$ cat src/hdl/mkd_pkg.sv
// ----------------------------------------------------------------------------
// Morse keying decoder package
// Shared constants, register indexes, the Morse code table and its lookup.
// ----------------------------------------------------------------------------
package mkd_pkg;

  // Default sizes for the top-level parameters.
  localparam int unsigned MaxSymbolsDef      = 6;
  localparam int unsigned TickCounterBitsDef = 16;

  // Configuration register width and reset values.
  localparam int unsigned CfgW          = 16;
  localparam logic [CfgW-1:0] DotMinRst  = 16'd50;
  localparam logic [CfgW-1:0] DashMinRst = 16'd150;
  localparam logic [CfgW-1:0] CharGapRst = 16'd1000;

  // Register indexes on the configuration port.
  typedef logic [1:0] cfg_idx_t;
  localparam cfg_idx_t RegDotMin  = 2'd0;
  localparam cfg_idx_t RegDashMin = 2'd1;
  localparam cfg_idx_t RegCharGap = 2'd2;

  // Output character width and ASCII bases.
  localparam int unsigned CharW       = 7;
  localparam int unsigned AsciiUpperA = 65;
  localparam int unsigned AsciiZero   = 48;

  // Table geometry: pattern length and pattern bits as seen by the lookup.
  localparam int unsigned TableSize   = 36;
  localparam int unsigned LetterCount = 26;
  localparam int unsigned LenW        = 4;
  localparam int unsigned PatW        = 8;

  typedef struct packed {
    logic [LenW-1:0] len;
    logic [PatW-1:0] bits;
  } pattern_t;

  // A-Z then 0-9; symbol k sits in bit k, a dash is 1.
  localparam pattern_t CodeTable [TableSize] = '{
    '{4'd2, 8'd2},  '{4'd4, 8'd1},  '{4'd4, 8'd5},  '{4'd3, 8'd1},
    '{4'd1, 8'd0},  '{4'd4, 8'd4},  '{4'd3, 8'd3},  '{4'd4, 8'd0},
    '{4'd2, 8'd0},  '{4'd4, 8'd14}, '{4'd3, 8'd5},  '{4'd4, 8'd2},
    '{4'd2, 8'd3},  '{4'd2, 8'd1},  '{4'd3, 8'd7},  '{4'd4, 8'd6},
    '{4'd4, 8'd11}, '{4'd3, 8'd2},  '{4'd3, 8'd0},  '{4'd1, 8'd1},
    '{4'd3, 8'd4},  '{4'd4, 8'd8},  '{4'd3, 8'd6},  '{4'd4, 8'd9},
    '{4'd4, 8'd13}, '{4'd4, 8'd3},
    '{4'd5, 8'd31}, '{4'd5, 8'd30}, '{4'd5, 8'd28}, '{4'd5, 8'd24},
    '{4'd5, 8'd16}, '{4'd5, 8'd0},  '{4'd5, 8'd1},  '{4'd5, 8'd3},
    '{4'd5, 8'd7},  '{4'd5, 8'd15}
  };

  // One decoded character heading for the output buffer.
  typedef struct packed {
    logic             valid;
    logic [CharW-1:0] char_code;
  } char_push_t;

  // Returns the ASCII code of a buffered pattern, or zero when none matches.
  // Table entries are unique, so at most one compare hits.
  function automatic logic [CharW-1:0] lookup_char(input logic [LenW-1:0] len,
                                                   input logic [PatW-1:0] bits);
    logic [CharW-1:0] res;
    res = '0;
    for (int i = 0; i < TableSize; i++) begin
      if (CodeTable[i].len == len && CodeTable[i].bits == bits) begin
        if (i < LetterCount) begin
          res = CharW'(AsciiUpperA + i);
        end else begin
          res = CharW'(AsciiZero + i - LetterCount);
        end
      end
    end
    return res;
  endfunction

endpackage

$ cat src/hdl/morse_keying_decoder.sv
// ----------------------------------------------------------------------------
// Morse keying decoder
// Times high pulses on a sampled keying line and emits decoded A-Z / 0-9.
// ----------------------------------------------------------------------------
// Usage:
//   Input channel: one line_level_i sample per word, taken when in_valid_i is
//   high and in_stall_o is low. Each sample is one tick of pulse and gap time.
//   Output channel: decoded_char_o carries an ASCII letter or digit, taken
//   when out_valid_o is high and out_stall_i is low. A sample yields zero or
//   one character.
//   Output timing: with the output buffer empty, a character caused by a
//   sample is on the output right after the edge that accepted that sample.
//   Otherwise it waits behind the held words.
//   Throughput: one sample per cycle while in_stall_o is low; counters,
//   classification and the table lookup all settle in the cycle a sample is accepted.
//   Stalls: characters wait in a two-word output buffer. in_stall_o rises
//   only while both words are held, so a stalled receiver blocks the input
//   only after two characters are pending.
//   Reset: thresholds return to 50, 150 and 1000 ticks, the symbol buffer
//   and counters clear, and the output buffer empties.
//   Configuration writes take effect on the next accepted sample.
// ----------------------------------------------------------------------------
module morse_keying_decoder #(
  parameter int unsigned MaxSymbols      = mkd_pkg::MaxSymbolsDef,
  parameter int unsigned TickCounterBits = mkd_pkg::TickCounterBitsDef
) (
  input  logic                       clk_i,
  input  logic                       rst_ni,
  input  logic                       cfg_we_i,
  input  mkd_pkg::cfg_idx_t          cfg_idx_i,
  input  logic [mkd_pkg::CfgW-1:0]   cfg_wdata_i,
  input  logic                       in_valid_i,
  output logic                       in_stall_o,
  input  logic                       line_level_i,
  output logic                       out_valid_o,
  input  logic                       out_stall_i,
  output logic [mkd_pkg::CharW-1:0]  decoded_char_o
);
  import mkd_pkg::*;

  localparam int unsigned CntW = $clog2(MaxSymbols + 1);
  localparam int unsigned CmpW = (TickCounterBits > CfgW) ? TickCounterBits : CfgW;

  logic [CfgW-1:0]            dot_min_q, dash_min_q, char_gap_q;
  logic                       prev_q, prev_d;
  logic [TickCounterBits-1:0] pulse_q, pulse_d;
  logic [TickCounterBits-1:0] gap_q, gap_d;
  logic [CntW-1:0]            count_q, count_d;
  logic [MaxSymbols-1:0]      bits_q, bits_d;
  logic                       accept;
  logic                       is_dash, is_valid_pulse;
  logic [TickCounterBits-1:0] gap_inc;
  logic [CharW-1:0]           lookup;
  char_push_t                 push;

  assign accept = in_valid_i & ~in_stall_o;

  // Configuration registers.
  always_ff @(posedge clk_i or negedge rst_ni) begin
    if (!rst_ni) begin
      dot_min_q  <= DotMinRst;
      dash_min_q <= DashMinRst;
      char_gap_q <= CharGapRst;
    end else if (cfg_we_i) begin
      case (cfg_idx_i)
        RegDotMin:  dot_min_q  <= cfg_wdata_i;
        RegDashMin: dash_min_q <= cfg_wdata_i;
        RegCharGap: char_gap_q <= cfg_wdata_i;
        default: ;
      endcase
    end
  end

  // Pulse classification against the thresholds.
  assign is_dash        = CmpW'(pulse_q) >= CmpW'(dash_min_q);
  assign is_valid_pulse = is_dash || (CmpW'(pulse_q) >= CmpW'(dot_min_q));
  assign gap_inc        = (gap_q == '1) ? gap_q : gap_q + 1'b1;

  // Per-sample state update and end-of-character decode.
  always_comb begin
    prev_d         = prev_q;
    pulse_d        = pulse_q;
    gap_d          = gap_q;
    count_d        = count_q;
    bits_d         = bits_q;
    push.valid     = 1'b0;
    push.char_code = '0;
    lookup         = '0;
    if (accept) begin
      if (line_level_i) begin
        pulse_d = (pulse_q == '1) ? pulse_q : pulse_q + 1'b1;
      end else if (prev_q) begin
        // Falling edge: a counted pulse restarts the gap, others do not.
        if (is_valid_pulse && count_q < CntW'(MaxSymbols)) begin
          for (int k = 0; k < MaxSymbols; k++) begin
            if (count_q == CntW'(k) && is_dash) begin
              bits_d[k] = 1'b1;
            end
          end
          count_d = count_q + CntW'(1);
          gap_d   = '0;
        end else begin
          gap_d = gap_inc;
        end
        pulse_d = '0;
      end else begin
        gap_d = gap_inc;
      end
      prev_d = line_level_i;

      // A full buffer or a long enough gap ends the character.
      if (count_d != '0 &&
          (count_d >= CntW'(MaxSymbols) || CmpW'(gap_d) >= CmpW'(char_gap_q))) begin
        lookup         = lookup_char(LenW'(count_d), PatW'(bits_d));
        push.valid     = (lookup != '0);
        push.char_code = lookup;
        count_d        = '0;
        bits_d         = '0;
      end
    end
  end

  // Decoder state.
  always_ff @(posedge clk_i or negedge rst_ni) begin
    if (!rst_ni) begin
      prev_q  <= 1'b0;
      pulse_q <= '0;
      gap_q   <= '0;
      count_q <= '0;
      bits_q  <= '0;
    end else begin
      prev_q  <= prev_d;
      pulse_q <= pulse_d;
      gap_q   <= gap_d;
      count_q <= count_d;
      bits_q  <= bits_d;
    end
  end

  // Output register with skid entry.
  mkd_out_buf u_out_buf (
    .clk_i          (clk_i),
    .rst_ni         (rst_ni),
    .push_i         (push),
    .full_o         (in_stall_o),
    .out_valid_o    (out_valid_o),
    .out_stall_i    (out_stall_i),
    .decoded_char_o (decoded_char_o)
  );

endmodule

$ cat src/hdl/mkd_out_buf.sv
// ----------------------------------------------------------------------------
// Morse keying decoder output buffer
// Two-word output register with a skid entry; stalls the input when full.
// ----------------------------------------------------------------------------
module mkd_out_buf (
  input  logic                       clk_i,
  input  logic                       rst_ni,
  input  mkd_pkg::char_push_t        push_i,
  output logic                       full_o,
  output logic                       out_valid_o,
  input  logic                       out_stall_i,
  output logic [mkd_pkg::CharW-1:0]  decoded_char_o
);
  import mkd_pkg::*;

  logic             head_vld_q, head_vld_d;
  logic             skid_vld_q, skid_vld_d;
  logic [CharW-1:0] head_q, head_d;
  logic [CharW-1:0] skid_q, skid_d;
  logic             pop;

  assign pop = head_vld_q & ~out_stall_i;

  // Next occupancy and contents; the head word always leaves first.
  always_comb begin
    head_vld_d = head_vld_q;
    skid_vld_d = skid_vld_q;
    head_d     = head_q;
    skid_d     = skid_q;
    if (pop) begin
      if (skid_vld_q) begin
        head_d     = skid_q;
        head_vld_d = 1'b1;
        skid_d     = push_i.char_code;
        skid_vld_d = push_i.valid;
      end else begin
        head_d     = push_i.char_code;
        head_vld_d = push_i.valid;
      end
    end else if (push_i.valid) begin
      if (!head_vld_q) begin
        head_d     = push_i.char_code;
        head_vld_d = 1'b1;
      end else begin
        skid_d     = push_i.char_code;
        skid_vld_d = 1'b1;
      end
    end
  end

  // Valid flags.
  always_ff @(posedge clk_i or negedge rst_ni) begin
    if (!rst_ni) begin
      head_vld_q <= 1'b0;
      skid_vld_q <= 1'b0;
    end else begin
      head_vld_q <= head_vld_d;
      skid_vld_q <= skid_vld_d;
    end
  end

  // Payload words.
  always_ff @(posedge clk_i) begin
    head_q <= head_d;
    skid_q <= skid_d;
  end

  assign full_o         = skid_vld_q;
  assign out_valid_o    = head_vld_q;
  assign decoded_char_o = head_q;

endmodule
$ cat config.mk
export PLATFORM = sky130hd
export DESIGN_NAME = morse_keying_decoder
export DESIGN_NICKNAME = d
export VERILOG_FILES = /design/src/hdl/mkd_pkg.sv /design/src/hdl/morse_keying_decoder.sv /design/src/hdl/mkd_out_buf.sv
export SDC_FILE = /design/constraint.sdc
export NUM_CORES = 1
export LEC_CHECK = 0
export ABC_CLOCK_PERIOD_IN_PS = 10850
export BUFFER_PORTS_ARGS = -buffer_cell sky130_fd_sc_hd__clkbuf_2
export CAP_MARGIN = 5
export CORE_MARGIN = 3
export CORE_UTILIZATION = 25
export CTS_CLUSTER_DIAMETER = 50
export DETAILED_ROUTE_END_ITERATION = 10
export PLACE_DENSITY = 0.38
export RECOVER_POWER = 100
export SYNTH_ARGS = -nofsm -noshare
export SYNTH_HDL_FRONTEND = slang
export SYNTH_SLANG_ARGS = --single-unit
$ cat constraint.sdc
create_clock -name clk_i -period 10.85 [get_ports clk_i]
set_input_delay 2.17 -clock clk_i [delete_from_list [all_inputs] [get_ports clk_i]]
set_output_delay 2.17 -clock clk_i [all_outputs]
set_load 0.05 [all_outputs]
-- After elaboration in Yosys (flattened, before gate mapping)
Index checks and enable logic that the tools add are counted.
- bits of input ports: 24
- memories kept: 0
- flip-flop bits (word level): 106
- output and inout bits: 9
- ROM bits: 0
- latch bits: 0
- bits in writable memories: 0
- bitwise operators: 4
- $add $sub $neg: 3
- shift operators: 0
- div/mod/pow operators: 0
- reduce and logical (&&, ||, !) cells: 61
- magnitude comparators: 5
- multiplexer cells: 79
- multipliers: 0
- equal/unequal tests: 35
- operators with widths (operator ; number):
    $mux 7 ; 46
    $mux 16 ; 8
    $ge 16x16->1 ; 3
    $logic_and 1x1->1 ; 44
    $eq 4x6->1 const A ; 6
    $add 16x1->16 const B ; 2
    $eq 16x16->1 const B ; 2
    $eq 5x6->1 const A ; 5
    $mux 6 ; 5
    $eq 3x6->1 const A ; 4
    $mux 8 ; 2
    $mux 3 ; 5
    $mux 1 ; 13
    $eq 2x6->1 const A ; 2
    $reduce_and 2->1 ; 5
    $reduce_bool 7->1 ; 1
    $eq 1x6->1 const A ; 1
    $eq 2x3->1 const A ; 2
    $eq 3x2->1 const B ; 2
    $eq 3x3->1 const A ; 2
    $eq 3x3->1 const B ; 2
    $logic_not 6->1 ; 1
    $reduce_and 3->1 ; 2
    $reduce_bool 2->1 ; 3
    other kinds (15) ; 19

-- Longest topological paths before layout
- depth in word-level cells: 53
- depth in mapped cells: 21
- depth with buffers taken out: 21

-- Hierarchy
Synthesis repeated with hierarchy kept, for this count alone.
- cells, all modules: 719
- area, all modules: 6744.0 µm²
- by module, submodules not included (module ; area an instance (µm²) ; cells each ; sequential area each (µm²) ; times used):
    morse_keying_decoder ; 6113.4 ; 686 ; 2268.4 ; 1
    mkd_out_buf ; 630.6 ; 33 ; 470.5 ; 1

-- Worst setup path before layout
Ideal clock, no wire load.
- path kind: input port to flip-flop
- from: in line_level_i
- to: reg u_out_buf.skid_q[0], enable pin
- buffers on the path: 4
- setup slack: 4813 ps
- required time: 10476 ps
- setup time: 374 ps
- stages: 16
- arrival: 5663 ps
- path through: clkbuf_1 nor2b_1 nand2_1 a21oi_4 buf_2 buf_1 buf_1 nor2_1 ha_1 nand4_1 nor4_1 a21oi_1 o31a_1 nand2b_1 a31o_2 o22ai_1
- cells in the longest elaborated chain, start to end: 47
- elaborated cells between the ends (all ways): 114
- those cells by class: order compare (2); eq/ne (23); mux (46); reduce/logical (43)
- ends and longest elaborated chain (element ; line ; text):
    start, declared ; morse_keying_decoder.sv:34 ; input logic line_level_i,
    $mux 6 / $mux 3 (equally long branches) ; morse_keying_decoder.sv:90 ; if (line_level_i) begin
    $mux 6 / $mux 3 (equally long branches) ; morse_keying_decoder.sv:89 ; if (accept) begin
    $eq 2x6->1 / $eq 2x3->1 (equally long branches) ; mkd_pkg.sv:66 ; if (CodeTable[i].len == len && CodeTable[i].bits == bits) begin
    $logic_and 1x1->1 ; mkd_pkg.sv:66 ;
    $mux 7 (36 in a row) ; mkd_pkg.sv:66 ;
    $mux 7 ; morse_keying_decoder.sv:112 ; if (count_d != '0 &&
    $mux 7 ; morse_keying_decoder.sv:89 ;
    $reduce_bool 7->1 ; morse_keying_decoder.sv:115 ; push.valid = (lookup != '0);
    $mux 8 * ; morse_keying_decoder.sv:112 ;
    $mux 8 * ; morse_keying_decoder.sv:89 ;
    $reduce_bool 2->1 (no source line) * ; - ;
    $reduce_and 3->1 (no source line) * ; - ;
    end signal, assigned ; mkd_out_buf.sv:65 ; skid_q <= skid_d;
    end, declared ; mkd_out_buf.sv:19 ; logic [CharW-1:0] skid_q, skid_d;
Mark *: on every way between the ends. The rest lies on a longest branch, timed or not. The select of a mux whose other input is x is not followed.
A chain may end at the register's enable or synchronous reset.

-- Final worst setup path
- from: in line_level_i
- to: reg u_out_buf.head_q[0], in the netlist u_out_buf.decoded_char_o[0], enable pin
- cells in the longest elaborated chain, start to end: 47
- elaborated cells between the ends (all ways): 114
- those cells by class: order compare (2); eq/ne (23); mux (46); reduce/logical (43)
- ends and longest elaborated chain (element ; line ; text):
    $mux 6 / $mux 3 (equally long branches) ; morse_keying_decoder.sv:90 ;
    $mux 6 / $mux 3 (equally long branches) ; morse_keying_decoder.sv:89 ;
    $eq 2x6->1 / $eq 2x3->1 (equally long branches) ; mkd_pkg.sv:66 ;
    $logic_and 1x1->1 ; mkd_pkg.sv:66 ;
    $mux 7 (36 in a row) ; mkd_pkg.sv:66 ;
    $mux 7 ; morse_keying_decoder.sv:112 ;
    $mux 7 ; morse_keying_decoder.sv:89 ;
    $reduce_bool 7->1 ; morse_keying_decoder.sv:115 ;
    $mux 8 * ; morse_keying_decoder.sv:112 ;
    $mux 8 * ; morse_keying_decoder.sv:89 ;
    $reduce_bool 2->1 (no source line) * ; - ;
    $reduce_and 2->1 (no source line) * ; - ;
    end signal, assigned ; mkd_out_buf.sv:64 ; head_q <= head_d;
    end, declared ; mkd_out_buf.sv:18 ; logic [CharW-1:0] head_q, head_d;
Marked as above.

==> flow_summary.json <==
{
  "critPathMostFrequentCell": "a21oi_1",
  "cp-end-kind": "flop",
  "fin_crit_sh_pct": 70.9,
  "wl_per_cell_um": 16.4,
  "crit_path_top_delay_cell": "a21oi_1",
  "startpoint_type": "primary input",
  "cts_buffer_depth": 2,
  "cts_resized": 0,
  "synth_warnings": 0,
  "ant_nets": 0,
  "drt_iter0_markers": 289,
  "synth_simple_gate_area_share_pct": 18.3,
  "required_ps": 10830,
  "critPathMaxStageDelay_ps": 1850,
  "leakage_nw": 3.39,
  "synth_xor_area_share_pct": 3.33,
  "mostFrequentLayoutCells": "79 x dfrtp_1, 72 x nand2_1, 68 x nor2_1",
  "fill_cells": 2812,
  "setup_viol": 0,
  "antenna_found_initial": 0,
  "fin_crit_ps": 7690,
  "hp-class": "flop to flop",
  "violations": "max-capacitance violations, max-slew violations",
  "track_usage_pct": 12.9,
  "syn_area_um2": 6840,
  "crit_chain": "clkbuf_1 > nor2b_1 > nand2_1 > a21oi_1 > a21oi_1 > ha_1 > nand4_1 > nor4_1 > a21oi_1 > o31a_1 > nand2b_1 > a31o_2 > o21ai_0",
  "post-place-ws_ps": 4350,
  "async_reset_ff_share_pct": 86.8,
  "slew_violations": 128,
  "worst_slack_ps": 3160,
  "routed_wl_um": 18100,
  "clockRootBuffer": "clkbuf_16",
  "p_total_w": 0.00106,
  "synth-seq-cells": 106,
  "synth_compound_area_share_pct": 17.4,
  "seq_area_frac_synth_pct": 40.1,
  "grt_max_degree": 50,
  "port_buffers": 32,
  "gp_congestion": 0.798,
  "core-area_um2": 26500,
  "top_usage_layer": "met2",
  "crit_arrival_ps": 7670,
  "synth_ff_type": "dfrtp_1",
  "syn-num-nets": 819,
  "holdBufCountCts": 0,
  "path_max_fanout": 32,
  "grt_pass1_wl_um": 29900,
  "dr_total_vias": 5416,
  "synth_cell_type_count": 67,
  "core.rowCount": 59,
  "avgViaCountPerCell": 4.90,
  "layout_commonest_cell": "dfrtp_1",
  "p_per_area_nw_per_um2": 140,
  "synth_top_area_share_pct": 28.9,
  "max_freq_mhz": 130,
  "start_util_pct": 25.8,
  "drt_first_pass_iters": 5,
  "n_antenna_cell": 0,
  "hold_violations": 0,
  "synth_area_leaders": "dfrtp_1 29%, ha_1 10%, edfxtp_1 6.1%",
  "crit_type": "primary input to flop",
  "fin_tns_setup_ps": 0,
  "worstSkewPairLatency_ps": 360,
  "ios": 33,
  "synthAdderAreaFrac_pct": 10.1,
  "grt_overflow_total": 0,
  "die_area_um2": 29400,
  "final_nets": 845,
  "drive_gt1_share_pct": 13.2,
  "synth_top_family_by_area": "simple AND/OR/NAND/NOR gates",
  "h-tree-depth": 3,
  "post-dp-hpwl_um": 13600,
  "grt_use_met2_pct": 20.2,
  "path_clk_slew_ps": 70,
  "fp.dieH_um": 171,
  "areaGrowthSynthToFinish_pct": 11.4,
  "clock-sinks": 106,
  "cts_tree": "done",
  "grt_use_met3_pct": 2.69,
  "r2r_setup_slack_ps": 3400,
  "outcome": "finished with violations",
  "drc_errors": 0,
  "grt_use_met1_pct": 18.3,
  "critical_path.top_delay_family": "compound AO/OA/AOI/OAI gates",
  "grt_pass1_vias": 5449,
  "cts_made_buffers": 9,
  "worstMarginPinSlew_ps": 2830,
  "finClkSkew_ps": 11.5,
  "cap_violations": 3,
  "rsz0062_at_grt": "false",
  "avgSynthCellArea_um2": 9.24,
  "cp.buffers_inverters": 1,
  "synthMuxAreaShare_pct": 6.20,
  "synth-edff-count": 14,
  "relSlewSlack_pct": -88.5,
  "cts_setup_buffers": 0,
  "die_w_um": 171,
  "synthCells": 740,
  "ir_worst_vdd_uv": 81.3,
  "yosysTopAreaCell": "dfrtp_1"
}
## per-layer routing
| metal | part of all wire (%) | up-vias | routed length [um] |
|---|---|---|---|
| met5 | 0 | - | 0 |
| met1 | 50 | 2588 | 9140 |
| met2 | 44 | 103 | 8050 |
| met4 | 1.2 | 0 | 224 |
| met3 | 3.8 | 12 | 696 |
| li1 | - | 2713 | - |
## logic make-up after synthesis
| group | after synthesis |
|---|---|
| AOI/OAI and AO/OA | 174 |
| xor gates and xnor gates | 26 |
| adders and majority gates | 55 |
| buffers and inverters | 81 |
| DFF | 106 |
| muxes | 38 |
| and+or+nand+nor | 260 |
## report_power, final
group / total (W) / switching (W) / internal, W / leakage [nW]
sequential: 0.000494 / 0.0000390 / 0.000455 / 1.30
combinational: 0.000236 / 0.000134 / 0.000102 / 1.95
clock: 0.000334 / 0.000162 / 0.000172 / 0.145
## flip-flops by register name, summed over array words and instances, names as in the netlist
register                  count
u_out_buf.full_o              1
dash_min_q                   16
count_q                       3
char_gap_q                   16
gap_q                        16
bits_q                        6
u_out_buf.decoded_char_o      7
prev_q                        1
u_out_buf.skid_q              7
pulse_q                      16
dot_min_q                    16
u_out_buf.out_valid_o         1
## synth_stat cells (3+ instances only)
cell type	n
a21o_1	18
a21oi_1	38
a22o_1	5
a311oi_1	3
a31o_2	3
a31oi_1	16
a41oi_1	3
and2_1	5
and3_1	10
and4_1	4
buf_1	3
buf_2	5
clkbuf_1	14
dfrtp_1	79
dfstp_2	13
edfxtp_1	14
ha_1	55
inv_1	58
mux2_2	35
mux2i_1	3
nand2_1	72
nand2b_1	7
nand3_1	32
nand3b_1	4
nand4_1	14
nor2_1	67
nor2b_1	4
nor3_1	20
nor3b_1	4
nor4_1	5
o21a_1	5
o21ai_0	39
o22ai_1	3
o31ai_1	9
o32ai_1	4
or2_2	3
xnor2_1	9
xor2_1	17
## metrics by stage
| step | hold slack [ps] | cells | util, % | instance area [um2] |
|---|---|---|---|---|
| 2_1_floorplan | 479 | 740 | - | 6840 |
| 3_3_place_gp | 489 | 1090 | 27.8 | 7370 |
| 3_5_place_dp | 499 | 1090 | 27.8 | 7370 |
| 4_1_cts | 516 | 1106 | 28.9 | 7660 |
| 5_1_grt | 526 | 1106 | 28.7 | 7610 |
| 6_report | 513 | 1106 | 28.7 | 7610 |
## area by class of cell
type                       count  area [um2]  share of cell area [%]
inverter                      58         218                    2.86
sequential                   106        2740                    36.0
clock buffer                  11         253                    3.32
tap                          335         419                    5.50
multi-input combinational    553        3760                    49.4
clock inverter                 5        42.5                   0.559
timing repair buffer          38         181                    2.38
## path summary, 6_finish.rpt
kind / startpoint / end / depth (start not counted)
min in group asynchronous: rst_ni / dot_min_q[7] / 1
hold / removal: dash_min_q[3] / dash_min_q[3] / 1
setup reg to reg: pulse_q[15] / u_out_buf.decoded_char_o[0] / 15
max in group asynchronous: rst_ni / pulse_q[0] / 2
hold reg to reg: dash_min_q[3] / dash_min_q[3] / 1
setup / recovery: line_level_i / u_out_buf.decoded_char_o[0] / 13
Note: power is estimated with default switching activity, not from simulation.
